`config.mk`:
```
export PLATFORM = sky130hd
export DESIGN_NAME = fixed_slot_buffer_pool_core
export DESIGN_NICKNAME = d
export VERILOG_FILES = /design/src/sv/fsbp_pkg.sv /design/src/sv/fsbp_divider.sv /design/src/sv/fixed_slot_buffer_pool_core.sv
export SDC_FILE = /design/constraint.sdc
export NUM_CORES = 2
export LEC_CHECK = 0
export ABC_CLOCK_PERIOD_IN_PS = 7030
export BUFFER_PORTS_ARGS = -buffer_cell sky130_fd_sc_hd__clkbuf_2
export CAP_MARGIN = 20
export CORE_ASPECT_RATIO = 1.75
export CORE_UTILIZATION = 25
export CTS_CLUSTER_SIZE = 8
export DETAILED_ROUTE_END_ITERATION = 16
export SYNTH_ARGS = -nofsm -noshare
export SYNTH_HDL_FRONTEND = slang
export SYNTH_SLANG_ARGS = --single-unit
```
`constraint.sdc`:
```
create_clock -name clock -period 7.03 [get_ports clock]
set_input_delay 0.3515 -clock clock [delete_from_list [all_inputs] [get_ports clock]]
set_output_delay 0.3515 -clock clock [all_outputs]
set_load 0.01 [all_outputs]
```
`src/sv/fsbp_pkg.sv`:
```
// Shared types and constants for the fixed slot buffer pool.
`timescale 1ns / 1ps

package fsbp_pkg;

   localparam int DEFAULT_MAX_SLOTS = 256;

   localparam int ADDR_W   = 32;
   localparam int BLOCKS_W = 11;
   localparam int COUNT_W  = 9;
   localparam int CMD_W    = 2;
   localparam int STATUS_W = 2;
   localparam int CSR_IDX_W = 2;

   localparam int BLOCK_SHIFT = 6;
   localparam int SIZE_W      = BLOCKS_W + BLOCK_SHIFT;
   localparam int QUOT_W      = ADDR_W - BLOCK_SHIFT;

   localparam logic [CMD_W-1:0] CMD_ALLOC  = 2'd0;
   localparam logic [CMD_W-1:0] CMD_FREE   = 2'd1;
   localparam logic [CMD_W-1:0] CMD_REFILL = 2'd2;

   localparam logic [STATUS_W-1:0] STATUS_OK      = 2'd0;
   localparam logic [STATUS_W-1:0] STATUS_INVALID = 2'd1;
   localparam logic [STATUS_W-1:0] STATUS_EMPTY   = 2'd2;
   localparam logic [STATUS_W-1:0] STATUS_FULL    = 2'd3;

   localparam logic [CSR_IDX_W-1:0] CSR_BASE_ADDRESS = 2'd0;
   localparam logic [CSR_IDX_W-1:0] CSR_SLOT_BLOCKS  = 2'd1;
   localparam logic [CSR_IDX_W-1:0] CSR_SLOT_COUNT   = 2'd2;

   localparam logic [ADDR_W-1:0]   RESET_BASE_ADDRESS = '0;
   localparam logic [BLOCKS_W-1:0] RESET_SLOT_BLOCKS  = 11'd1;
   localparam logic [COUNT_W-1:0]  RESET_SLOT_COUNT   = 9'd256;

   typedef struct packed {
      logic [CMD_W-1:0]  cmd;
      logic [ADDR_W-1:0] request_size;
      logic [ADDR_W-1:0] free_address;
   } req_payload_type;

   typedef struct packed {
      logic [ADDR_W-1:0]   slot_address;
      logic [STATUS_W-1:0] status;
      logic [COUNT_W-1:0]  free_slots;
   } rsp_payload_type;

endpackage

```
`src/sv/fsbp_divider.sv`:
```
// Iterative restoring divider: one quotient bit per cycle.
`timescale 1ns / 1ps

module fsbp_divider (
   input  logic                                clock,
   input  logic                                reset,
   input  logic                                start,
   input  logic [fsbp_pkg::QUOT_W-1:0]         dividend,
   input  logic [fsbp_pkg::BLOCKS_W-1:0]       divisor,
   output logic                                done,
   output logic [fsbp_pkg::QUOT_W-1:0]         quotient
);

   localparam int QW = fsbp_pkg::QUOT_W;
   localparam int DW = fsbp_pkg::BLOCKS_W;
   localparam int CNTW = $clog2(QW + 1);

   logic [QW-1:0]   quot_ff, quot_in;
   logic [DW-1:0]   rem_ff, rem_in;
   logic [DW-1:0]   div_ff, div_in;
   logic [CNTW-1:0] cnt_ff, cnt_in;
   logic            done_ff, done_in;
   logic [DW:0]     rem_sh;
   logic            fits;

   always_comb begin
      rem_sh  = {rem_ff, quot_ff[QW-1]};
      fits    = (rem_sh >= {1'b0, div_ff});
      quot_in = quot_ff;
      rem_in  = rem_ff;
      div_in  = div_ff;
      cnt_in  = cnt_ff;
      done_in = 1'b0;
      if (start) begin
         quot_in = dividend;
         rem_in  = '0;
         div_in  = divisor;
         cnt_in  = CNTW'(QW);
      end else if (cnt_ff != '0) begin
         quot_in = {quot_ff[QW-2:0], fits};
         rem_in  = fits ? DW'(rem_sh - {1'b0, div_ff}) : rem_sh[DW-1:0];
         cnt_in  = cnt_ff - 1'b1;
         done_in = (cnt_ff == CNTW'(1));
      end
   end

   always_ff @(posedge clock) begin
      if (reset) begin
         cnt_ff  <= '0;
         done_ff <= 1'b0;
      end else begin
         cnt_ff  <= cnt_in;
         done_ff <= done_in;
      end
      quot_ff <= quot_in;
      rem_ff  <= rem_in;
      div_ff  <= div_in;
   end

   assign done     = done_ff;
   assign quotient = quot_ff;

endmodule

```
`src/sv/fixed_slot_buffer_pool_core.sv`:
```
// Fixed slot buffer pool: top level with free-index ring and request sequencer.
//
// Requests arrive on req_valid/req_stall/req_data; one result per request
// leaves on rsp_valid/rsp_stall/rsp_data. A transfer happens when valid is
// high and stall is low. Commands: allocate pops the oldest free slot index
// and answers base + index * slot size; free divides the offset from the
// base by the slot size and pushes the slot index; refill restores all
// slots in index order. Every result carries the free slot count.
// One request at a time: req_stall is high from acceptance until the result
// is loaded into the output register. Allocate passes through the ring read,
// multiply and add states; refill and requests rejected at decode answer
// from decode itself; free waits for the bit-serial divider, which produces
// one of 26 quotient bits per cycle, then checks the index and a full pool.
// A finished result waits in the output register while rsp_stall is high;
// the next request may be accepted meanwhile but its result waits for it.
// Reset (synchronous) restores the registers to base 0, one block per slot,
// 256 slots, and clears a fill count so every entry not yet written reads as
// its own index; no clearing pass is needed. Registers are written via
// csr_write; the user must do so only while idle: the block does not enforce it.
`timescale 1ns / 1ps

module fixed_slot_buffer_pool_core #(
   parameter int MAX_SLOTS = fsbp_pkg::DEFAULT_MAX_SLOTS
) (
   input  logic                                clock,
   input  logic                                reset,
   input  logic                                req_valid,
   output logic                                req_stall,
   input  fsbp_pkg::req_payload_type           req_data,
   output logic                                rsp_valid,
   input  logic                                rsp_stall,
   output fsbp_pkg::rsp_payload_type           rsp_data,
   input  logic                                csr_write,
   input  logic [fsbp_pkg::CSR_IDX_W-1:0]      csr_index,
   input  logic [fsbp_pkg::ADDR_W-1:0]         csr_data
);

   localparam int PW = $clog2(MAX_SLOTS);
   localparam int CW = $clog2(MAX_SLOTS + 1);
   localparam int NW = (CW > fsbp_pkg::COUNT_W) ? CW : fsbp_pkg::COUNT_W;
   localparam int AW = NW + 1;
   localparam int AD = fsbp_pkg::ADDR_W;
   localparam int SW = fsbp_pkg::SIZE_W;
   localparam int QW = fsbp_pkg::QUOT_W;
   localparam int BW = fsbp_pkg::BLOCKS_W;
   localparam int RESET_TOTAL =
      (MAX_SLOTS < int'(fsbp_pkg::RESET_SLOT_COUNT)) ? MAX_SLOTS
                                                     : int'(fsbp_pkg::RESET_SLOT_COUNT);

   typedef enum logic [6:0] {
      ST_IDLE      = 7'b0000001,
      ST_DECODE    = 7'b0000010,
      ST_ALLOC_RD  = 7'b0000100,
      ST_ALLOC_MUL = 7'b0001000,
      ST_ALLOC_ADD = 7'b0010000,
      ST_DIV       = 7'b0100000,
      ST_FREE      = 7'b1000000
   } state_type;

   state_type state_ff, state_in;
   logic      resp_pend_ff, resp_pend_in;

   logic [AD-1:0] base_ff;
   logic [BW-1:0] blocks_ff;
   logic [fsbp_pkg::COUNT_W-1:0] count_ff;

   fsbp_pkg::req_payload_type req_ff;

   logic [PW-1:0] ring_mem [MAX_SLOTS];
   logic [PW-1:0] rd_data_ff;
   logic          rd_valid_ff;
   logic [CW-1:0] fill_ff, fill_in;
   logic [PW-1:0] wp_ff, wp_in, rp_ff, rp_in;
   logic [CW-1:0] total_ff, total_in;

   logic [PW+SW-1:0] prod_ff, prod_in;
   logic [AD-1:0] res_addr_ff, res_addr_in;
   logic [fsbp_pkg::STATUS_W-1:0] res_status_ff, res_status_in;

   logic rsp_valid_ff, rsp_valid_in;
   fsbp_pkg::rsp_payload_type rsp_data_ff, rsp_data_in;

   logic          ring_we;
   logic [NW-1:0] eff_n;
   logic [NW-1:0] count_ext;
   logic [BW-1:0] blocks_eff;
   logic [SW-1:0] slot_size;
   logic [AD-1:0] offset;
   logic [PW-1:0] idx_sel;
   logic [NW-1:0] total_ext;
   logic          out_free;
   logic          accept;
   logic [PW-1:0] rp_next, wp_next;
   logic [AW-1:0] rp_inc, wp_inc;
   logic          div_start;
   logic          div_done;
   logic [QW-1:0] quotient;

   fsbp_divider u_divider (
      .clock    (clock),
      .reset    (reset),
      .start    (div_start),
      .dividend (offset[AD-1:fsbp_pkg::BLOCK_SHIFT]),
      .divisor  (blocks_eff),
      .done     (div_done),
      .quotient (quotient)
   );

   always_comb begin
      count_ext = NW'(count_ff);
      if (count_ext < NW'(2)) begin
         eff_n = NW'(2);
      end else if (count_ext > NW'(MAX_SLOTS)) begin
         eff_n = NW'(MAX_SLOTS);
      end else begin
         eff_n = count_ext;
      end
      blocks_eff = (blocks_ff == '0) ? BW'(1) : blocks_ff;
      slot_size  = {blocks_eff, {fsbp_pkg::BLOCK_SHIFT{1'b0}}};
      offset     = req_ff.free_address - base_ff;
      idx_sel    = rd_valid_ff ? rd_data_ff : rp_ff;
      rp_inc     = AW'(rp_ff) + AW'(1);
      wp_inc     = AW'(wp_ff) + AW'(1);
      rp_next    = (rp_inc >= AW'(eff_n)) ? '0 : rp_inc[PW-1:0];
      wp_next    = (wp_inc >= AW'(eff_n)) ? '0 : wp_inc[PW-1:0];
      total_ext  = NW'(total_ff);
      out_free   = !rsp_valid_ff || !rsp_stall;
      accept     = req_valid && !req_stall;
   end

   always_comb begin
      state_in      = state_ff;
      resp_pend_in  = resp_pend_ff;
      fill_in       = fill_ff;
      wp_in         = wp_ff;
      rp_in         = rp_ff;
      total_in      = total_ff;
      prod_in       = prod_ff;
      res_addr_in   = res_addr_ff;
      res_status_in = res_status_ff;
      ring_we       = 1'b0;
      div_start     = 1'b0;

      rsp_valid_in = rsp_valid_ff;
      rsp_data_in  = rsp_data_ff;
      if (rsp_valid_ff && !rsp_stall) begin
         rsp_valid_in = 1'b0;
      end
      if (resp_pend_ff && out_free) begin
         rsp_valid_in             = 1'b1;
         rsp_data_in.slot_address = res_addr_ff;
         rsp_data_in.status       = res_status_ff;
         rsp_data_in.free_slots   = total_ext[fsbp_pkg::COUNT_W-1:0];
         resp_pend_in             = 1'b0;
      end

      unique case (state_ff)
         ST_IDLE: begin
            if (accept) begin
               state_in = ST_DECODE;
            end
         end
         ST_DECODE: begin
            res_addr_in   = '0;
            res_status_in = fsbp_pkg::STATUS_OK;
            state_in      = ST_IDLE;
            unique case (req_ff.cmd)
               fsbp_pkg::CMD_ALLOC: begin
                  if (req_ff.request_size > AD'(slot_size)) begin
                     res_status_in = fsbp_pkg::STATUS_INVALID;
                  end else if (total_ff == '0) begin
                     res_status_in = fsbp_pkg::STATUS_EMPTY;
                  end else begin
                     state_in = ST_ALLOC_RD;
                  end
               end
               fsbp_pkg::CMD_FREE: begin
                  if (req_ff.free_address < base_ff) begin
                     res_status_in = fsbp_pkg::STATUS_INVALID;
                  end else begin
                     div_start = 1'b1;
                     state_in  = ST_DIV;
                  end
               end
               fsbp_pkg::CMD_REFILL: begin
                  fill_in  = '0;
                  wp_in    = '0;
                  rp_in    = '0;
                  total_in = CW'(eff_n);
               end
               default: begin
                  res_status_in = fsbp_pkg::STATUS_INVALID;
               end
            endcase
            if (state_in == ST_IDLE) begin
               resp_pend_in = 1'b1;
            end
         end
         ST_ALLOC_RD: begin
            state_in = ST_ALLOC_MUL;
         end
         ST_ALLOC_MUL: begin
            prod_in  = (PW+SW)'(idx_sel) * (PW+SW)'(slot_size);
            state_in = ST_ALLOC_ADD;
         end
         ST_ALLOC_ADD: begin
            res_addr_in  = base_ff + AD'(prod_ff);
            rp_in        = rp_next;
            total_in     = total_ff - 1'b1;
            resp_pend_in = 1'b1;
            state_in     = ST_IDLE;
         end
         ST_DIV: begin
            if (div_done) begin
               state_in = ST_FREE;
            end
         end
         ST_FREE: begin
            if (quotient >= QW'(eff_n)) begin
               res_status_in = fsbp_pkg::STATUS_INVALID;
            end else if (AW'(total_ff) >= AW'(eff_n)) begin
               res_status_in = fsbp_pkg::STATUS_FULL;
            end else begin
               ring_we  = 1'b1;
               if (CW'(wp_ff) >= fill_ff) begin
                  fill_in = CW'(wp_ff) + CW'(1);
               end
               wp_in    = wp_next;
               total_in = total_ff + 1'b1;
            end
            resp_pend_in = 1'b1;
            state_in     = ST_IDLE;
         end
         default: begin
            state_in = ST_IDLE;
         end
      endcase
   end

   always_ff @(posedge clock) begin
      if (reset) begin
         state_ff     <= ST_IDLE;
         resp_pend_ff <= 1'b0;
         rsp_valid_ff <= 1'b0;
         base_ff      <= fsbp_pkg::RESET_BASE_ADDRESS;
         blocks_ff    <= fsbp_pkg::RESET_SLOT_BLOCKS;
         count_ff     <= fsbp_pkg::RESET_SLOT_COUNT;
         fill_ff      <= '0;
         wp_ff        <= '0;
         rp_ff        <= '0;
         total_ff     <= CW'(RESET_TOTAL);
      end else begin
         state_ff     <= state_in;
         resp_pend_ff <= resp_pend_in;
         rsp_valid_ff <= rsp_valid_in;
         fill_ff      <= fill_in;
         wp_ff        <= wp_in;
         rp_ff        <= rp_in;
         total_ff     <= total_in;
         if (csr_write) begin
            unique case (csr_index)
               fsbp_pkg::CSR_BASE_ADDRESS: base_ff   <= csr_data;
               fsbp_pkg::CSR_SLOT_BLOCKS:  blocks_ff <= csr_data[BW-1:0];
               fsbp_pkg::CSR_SLOT_COUNT:   count_ff  <= csr_data[fsbp_pkg::COUNT_W-1:0];
               default: ;
            endcase
         end
      end
      if (accept) begin
         req_ff <= req_data;
      end
      prod_ff       <= prod_in;
      res_addr_ff   <= res_addr_in;
      res_status_ff <= res_status_in;
      rsp_data_ff   <= rsp_data_in;
   end

   always_ff @(posedge clock) begin
      if (ring_we) begin
         ring_mem[wp_ff] <= quotient[PW-1:0];
      end
      rd_data_ff  <= ring_mem[rp_ff];
      rd_valid_ff <= (CW'(rp_ff) < fill_ff);
   end

   assign req_stall = (state_ff != ST_IDLE) || resp_pend_ff;
   assign rsp_valid = rsp_valid_ff;
   assign rsp_data  = rsp_data_ff;

endmodule

```
==> After elaboration in Yosys (flattened, before gate mapping) <==
Memory sizes are Yosys's and may differ from the RTL's. A register that Yosys moved wholly into a read port is not among the register bits.
Index checks and enable logic that the tools add are counted.
{ "word_totals": {"input_bits": 105, "register_bits": 312, "output_inout_bits": 45, "mem_count": 1, "word_cells": 154, "mem_bits_rw": 2048} }
{ "op_classes": {"muxes": 54, "multipliers": 1, "n_reduce_logical": 30, "bitwise_logic": 1, "addsub": 9, "n_lt_le_gt_ge": 11, "n_eq_ne": 21} }
{ "mem_list": {"columns": ["memory", "depth", "word_bits", "rd", "rd_ports_with_merged_regs", "write_ports", "line", "source"], "rows": [
  ["ring_mem", 256, 8, 1, 1, 1, "fixed_slot_buffer_pool_core.sv:69", "logic [PW-1:0] ring_mem [MAX_SLOTS];"]
]} }
{ "op_table": {"columns": ["operator", "count"], "rows": [
  ["9-bit 2-to-1 mux", 9],
  ["32-bit one-hot mux with 2 select lines", 1],
  ["26-bit 2-to-1 mux", 2],
  ["8-bit 2-to-1 mux", 6],
  ["7-bit one-hot mux with 5 select lines", 1],
  ["32-bit by 25-bit adder with 32-bit output", 1],
  ["32-bit by 17-bit greater-than comparator with 1-bit output", 1],
  ["32-bit < comparator", 1],
  ["8-bit one-hot mux with 2 select lines", 2],
  ["32-bit subtractor", 1],
  ["8-bit by 1-bit adder with 9-bit output, second input constant", 3],
  ["9-bit greater-or-equal comparator", 3],
  ["9-bit one-hot mux with 3 select lines", 1],
  ["26-bit by 9-bit greater-or-equal comparator with 1-bit output", 1],
  ["11-bit 2-to-1 mux", 2],
  ["7-bit 2-to-1 mux", 3],
  ["8-bit by 11-bit multiplier with 19-bit output", 1],
  ["9-bit one-hot mux with 2 select lines", 1],
  ["7-bit by 1-bit equality test with 1-bit output, second input constant", 2],
  ["1-bit 2-to-1 mux", 13],
  ["12-bit by 11-bit greater-or-equal comparator with 1-bit output", 1],
  ["6-bit one-hot mux with 2 select lines", 1],
  ["2-bit AND reduction", 6],
  ["11-bit logical NOT", 1],
  ["other kinds (41)", 63]
]} }

==> Logic depth before layout (Yosys ltp) <==
{ "depth": {"word_depth": 9, "depth_mapped": 23, "ltp_nobuf": 20} }

==> Modules after synthesis <==
From an unflattened synthesis, not the netlist that was laid out.
{ "hier_totals": {"cells_unflattened": 5191, "hier_area_um2": 97982.7} }
{ "by_module_without_submodules": {"columns": ["module", "area_each_um2", "n_inst", "seq_area_each_um2", "cells_per_inst"], "rows": [
  ["fixed_slot_buffer_pool_core", 95172.5, 1, 68445.6, 4958],
  ["fsbp_divider", 2810.2, 1, 1451.4, 233]
]} }

==> Worst setup path before layout <==
No wires, ideal clock.
{ "synth_timing": {"kind": "register to register", "start": "register u_divider.quot_ff[7] (netlist: u_divider.quotient[7])", "end": "memory ring_mem[239][0] in the netlist's numbering (enable)", "slack_ns": 0.484, "arrival_time_ns": 6.163, "path_stages_with_launch": 11, "path_buffers": 2, "required_time_ns": 6.647, "period_less_slack_ns": 6.546, "setup_ns": 0.383, "path_cell_list": "edfxtp_1 > ha_1 > a211o_1 > nor3_1 > a21o_1 > o31ai_1 > nor4_2 > buf_2 > buf_1 > nand3_1 > nor3_1"} }
{ "synth_between": {"elab_chain_len": 5} }
{ "synth_lines": {"columns": ["item", "line", "source"], "rows": [
  ["start, declared", "fsbp_divider.sv:18", "logic [QW-1:0] quot_ff, quot_in;"],
  ["start signal, assigned", "fsbp_divider.sv:55", "quot_ff <= quot_in;"],
  ["26-bit by 9-bit greater-or-equal comparator with 1-bit output", "fixed_slot_buffer_pool_core.sv:219", "if (quotient >= QW'(eff_n)) begin"],
  ["1-bit 2-to-1 mux", "fixed_slot_buffer_pool_core.sv:219", null],
  ["1-bit 2-to-1 mux", "fixed_slot_buffer_pool_core.sv:157", "unique case (state_ff)"],
  ["1-bit 2-to-1 mux", "fixed_slot_buffer_pool_core.sv:279", "if (ring_we) begin"],
  ["1-bit 2-to-1 mux (implied by the code)", "fixed_slot_buffer_pool_core.sv:280", "ring_mem[wp_ff] <= quotient[PW-1:0];"],
  ["end, declared", "fixed_slot_buffer_pool_core.sv:69", null]
]} }
Every way passes these cells.

==> Final worst setup path <==
{ "layout_timing": {"start": "register rd_valid_ff", "end": "register prod_ff[24], data pin"} }
{ "layout_between": {"elab_chain_len": 2} }
{ "layout_lines": {"columns": ["item", "line", "source"], "rows": [
  ["start, declared", "fixed_slot_buffer_pool_core.sv:71", "logic rd_valid_ff;"],
  ["start signal, assigned", "fixed_slot_buffer_pool_core.sv:283", "rd_valid_ff <= (CW'(rp_ff) < fill_ff);"],
  ["8-bit 2-to-1 mux", "fixed_slot_buffer_pool_core.sv:121", "idx_sel = rd_valid_ff ? rd_data_ff : rp_ff;"],
  ["8-bit by 11-bit multiplier with 19-bit output", "fixed_slot_buffer_pool_core.sv:203", "prod_in = (PW+SW)'(idx_sel) * (PW+SW)'(slot_size);"],
  ["end signal, assigned", "fixed_slot_buffer_pool_core.sv:272", "prod_ff <= prod_in;"],
  ["end, declared", "fixed_slot_buffer_pool_core.sv:76", "logic [PW+SW-1:0] prod_ff, prod_in;"]
]} }
Every way passes these cells.
A chain may end at the register's enable or synchronous reset.

==> out/metrics.csv <==
metric,value,unit
hold_buf cts,101,
Die Span Y,829.8,µm
f_max,163.8,MHz
crit path cell chain,mux2i_1 > nor2_1 > fa_1 > fa_1 > inv_1 > fa_1 > fa_1 > inv_1 > ha_1 > and2_1 > a311oi_1 > a21oi_1 > a311oi_1 > nor3_1 > a2111o_1 > a21oi_1 > xnor2_1,
number of flops mapped to enable cells by yosys,2247,
Final ANT Viol Nets,0,
Synth Warn #,0,
CP max-delay cell,mux2i_1,
synthesized instance count,5155,
final WL,257.2,mm
"most used cell, CP",fa_1,
CTS tree,built,
Final Critical Period,6106,ps
DRC violations left,0,
Compound-Gate Fraction of Synth Area,0.02637,
"Clk Latency, worst-skew pair",910,ps
final setup vio count,0,
area grow syn2layout,17.69,%
Die ar.,394100,µm²
actual transition at the worst max-transition pin,1375,ps
Crit Path Category,reg -> reg,
fin crit share,0.8685,
Routed wire per std cell,23.71,µm
worst-path fanout max,11,
Bufs and invs on worst path,2,
filler instances,37680,
power share of the sequential group,0.500,
GR Overflow Total,0,
setup TNS,0,ps
largest net degree at the start of global routing,182,
"Largest stage delay, worst path",750,ps
Yosys top cell by area,edfxtp_1,
CTS root buffer,clkbuf_16,
multi-input logic area,26330,µm²
synthesized area,97890,µm²
Crit. End Element,flip-flop,
number of global-route vias before repair,53850,
max-slew violations,0,
CP arrival,6710,ps
initial DRC count,3788,
Comb power frac,0.093,
HP Class,in -> reg,
MaxCap Viol Count,0,
mux cell area share after synthesis,0.1582,
Async SR Flop Fraction,0,
Clock transition at path regs,50,ps
WP depth,17,
XOR/XNOR share of the synthesized area,0.006353,
clock share of power,0.406,
post-DP HPWL,164.2,mm
NetSw,8.606,mW
Final Non-Filler Cells,10850,
flip-flop and latch area,69920,µm²
Core ar.,389400,µm²
Max VDD drop,333.3,µV
syn avg cell area,18.99,µm²
CTS Sinks,2368,
main combinational cell family by area after synthesis,multiplexers,
synth top area cells,"edfxtp_1 (69%), mux4_2 (15%), dfxtp_1 (2.5%)",
boundary pin count,150,
clk_skew,72.35,ps
reg2reg path depth,17,
ys flop type,edfxtp_1,
Worst path top cell family by delay,adder cells,
Placer Congestion,0.8406,
placed cells,10340,
power density over the cells,308.0,nW/µm²
Synth Area in Simple Gates,0.04308,
Clock Tree Buf Depth,4,
CP startpoint kind,flip-flop,
switching fraction of total power,0.2426,
dpl ws,921.4,ps
CTS buffer count,338,
Final Hold Vio Count,0,
Relative slew margins,0.08350,
"Distinct cells, synth",75,
RSZ-0062 raised after global routing,no,
total track usage,0.1283,
die width,475.0,µm
share of cells above drive strength 1,0.2354,
leak pwr,35.74,nW
hold path depth,5,
nets@finish,5935,
first-pass GRT wire length,373.5,mm
Initial Utilization,0.2514,
number of port buffers,149,
final setup margin,924.3,ps
worst path required time,7630,ps
top cell type's share of synthesized area,0.6893,
adder-cell share of the synthesized area,0.03428,
Post-CTS Setup Inserts,0,
status,finished clean,
initial antenna violation count,1,
total number of vias,49830,
vias per cell,4.594,
"FF+latch count, synth",2368,
sequential element share of the synthesized area,0.7141,
CTS-repair resized insts,0,
FP Rows,303,
Syn Nets,5494,
Layout Utilization,0.2959,
Internal Power,26.87,mW
DR pass1 iterations,5,
htree depth,5,
==> per-stage QoR <==
stage / cell area [µm²] / total power [mW] / hold WS [ps]
after global placement: 105100 / 21.09 / 401.3
after CTS: 115100 / 35.77 / 49.66
after floorplan: 97890 / 19.98 / 400.3
after global routing: 115200 / 36.53 / 128.9
final: 115200 / 35.48 / 123.0
after detailed placement: 105100 / 21.30 / 405.2
==> power by group through the flow <==
stage | Sequential [mW] | Clock (mW) | Combinational [mW]
floorplan | 19.2 | 0 | 0.766
global placement | 18.0 | 0 | 3.10
detailed placement | 18.0 | 0 | 3.30
CTS | 17.7 | 14.7 | 3.36
global route | 17.8 | 15.2 | 3.62
finish | 17.8 | 14.4 | 3.31
==> cell usage in the layout (no fill, tap or decap), drive strengths merged, types with 43 or more instances in the layout <==
| master | count |
|---|---|
| o21ai | 77 |
| nand2 | 195 |
| clkbuf | 535 |
| nand3 | 56 |
| ha | 177 |
| buf | 112 |
| dfxtp | 121 |
| dlygate4sd3 | 101 |
| mux4 | 672 |
| fa | 57 |
| a21oi | 132 |
| nor2 | 441 |
| inv | 174 |
| edfxtp | 2247 |
| nor3 | 43 |
==> per-layer routing <==
layer  share of wire  track usage  vias to the layer above
met3           0.043      0.01657                      505
met1            0.35       0.1336                    26340
li1                -            -                    21440
met2            0.56       0.2479                     1541
met5               0            0                        -
met4           0.050      0.06330                        0
==> synthesized netlist by cell type (15+ instances only) <==
master	instances
o21a_1	15
o21ai_0	77
nor2b_1	28
o31ai_1	16
nand2_1	195
xnor2_1	41
inv_1	164
nand3_1	56
a21o_1	41
ha_1	177
fa_1	57
nand2b_1	33
mux4_2	672
a22oi_1	16
a31oi_1	18
dfxtp_1	121
nand4_1	28
clkbuf_1	175
xor2_1	30
edfxtp_1	2247
nor3_1	42
nor2_1	441
nor4_1	16
buf_1	23
or3_1	25
mux2i_1	32
buf_2	61
a21oi_1	132
a211oi_1	25
==> final cells by class <==
cell class / instances / share of cell area
antenna: 4 / 0.00008689
clock buffer: 386 / 0.07609
clock inverter: 16 / 0.002302
inverter: 171 / 0.005572
multi-input combinational: 2354 / 0.2286
sequential: 2368 / 0.6069
tap: 5185 / 0.05631
timing repair buffer: 363 / 0.02418
==> cell families after synthesis <==
family | count (synthesis)
compound gates | 407
xor+xnor | 71
fa+ha+maj | 234
buf+inv | 433
flops | 2368
mux | 707
simple gates | 935
==> final timing paths <==
path,from,slack (ps),to
setup reg to reg,rd_valid_ff$_DFF_P_,920,prod_ff[24]$_DFFE_PP_
hold / removal,csr_index[0],120,base_ff[1]$_SDFFE_PP0P_
setup / recovery,rd_valid_ff$_DFF_P_,920,prod_ff[24]$_DFFE_PP_
hold reg to reg,res_addr_ff[7]$_SDFFCE_PN0P_,410,rsp_data[18]$_DFFE_PP_
==> flip-flops by register name, summed over array words and instances, names as in the netlist, 9 cells and up <==
| signal | flops |
|---|---|
| count_ext | 9 |
| total_ext | 9 |
| res_addr_ff | 32 |
| ring_mem | 2048 |
| base_ff | 32 |
| fill_ff | 9 |
| rsp_data | 43 |
| req_ff | 66 |
| blocks_ff | 11 |
| u_divider.div_ff | 11 |
| u_divider.quotient | 26 |
| prod_ff | 19 |
| u_divider.rem_ff | 11 |
==> worst register-to-register path, stage by stage (launching register included) <==
cell and delay [ps]:
dfxtp_1 690, mux2i_1 760, nor2_1 120, fa_1 410, fa_1 480, inv_1 60, fa_1 480, fa_1 490
inv_1 40, ha_1 320, and2_1 160, a311oi_1 380, a21oi_1 180, a311oi_1 510, nor3_1 140, a2111o_1 410
a21oi_1 180, xnor2_1 80
(Power assumes the default switching activity.)
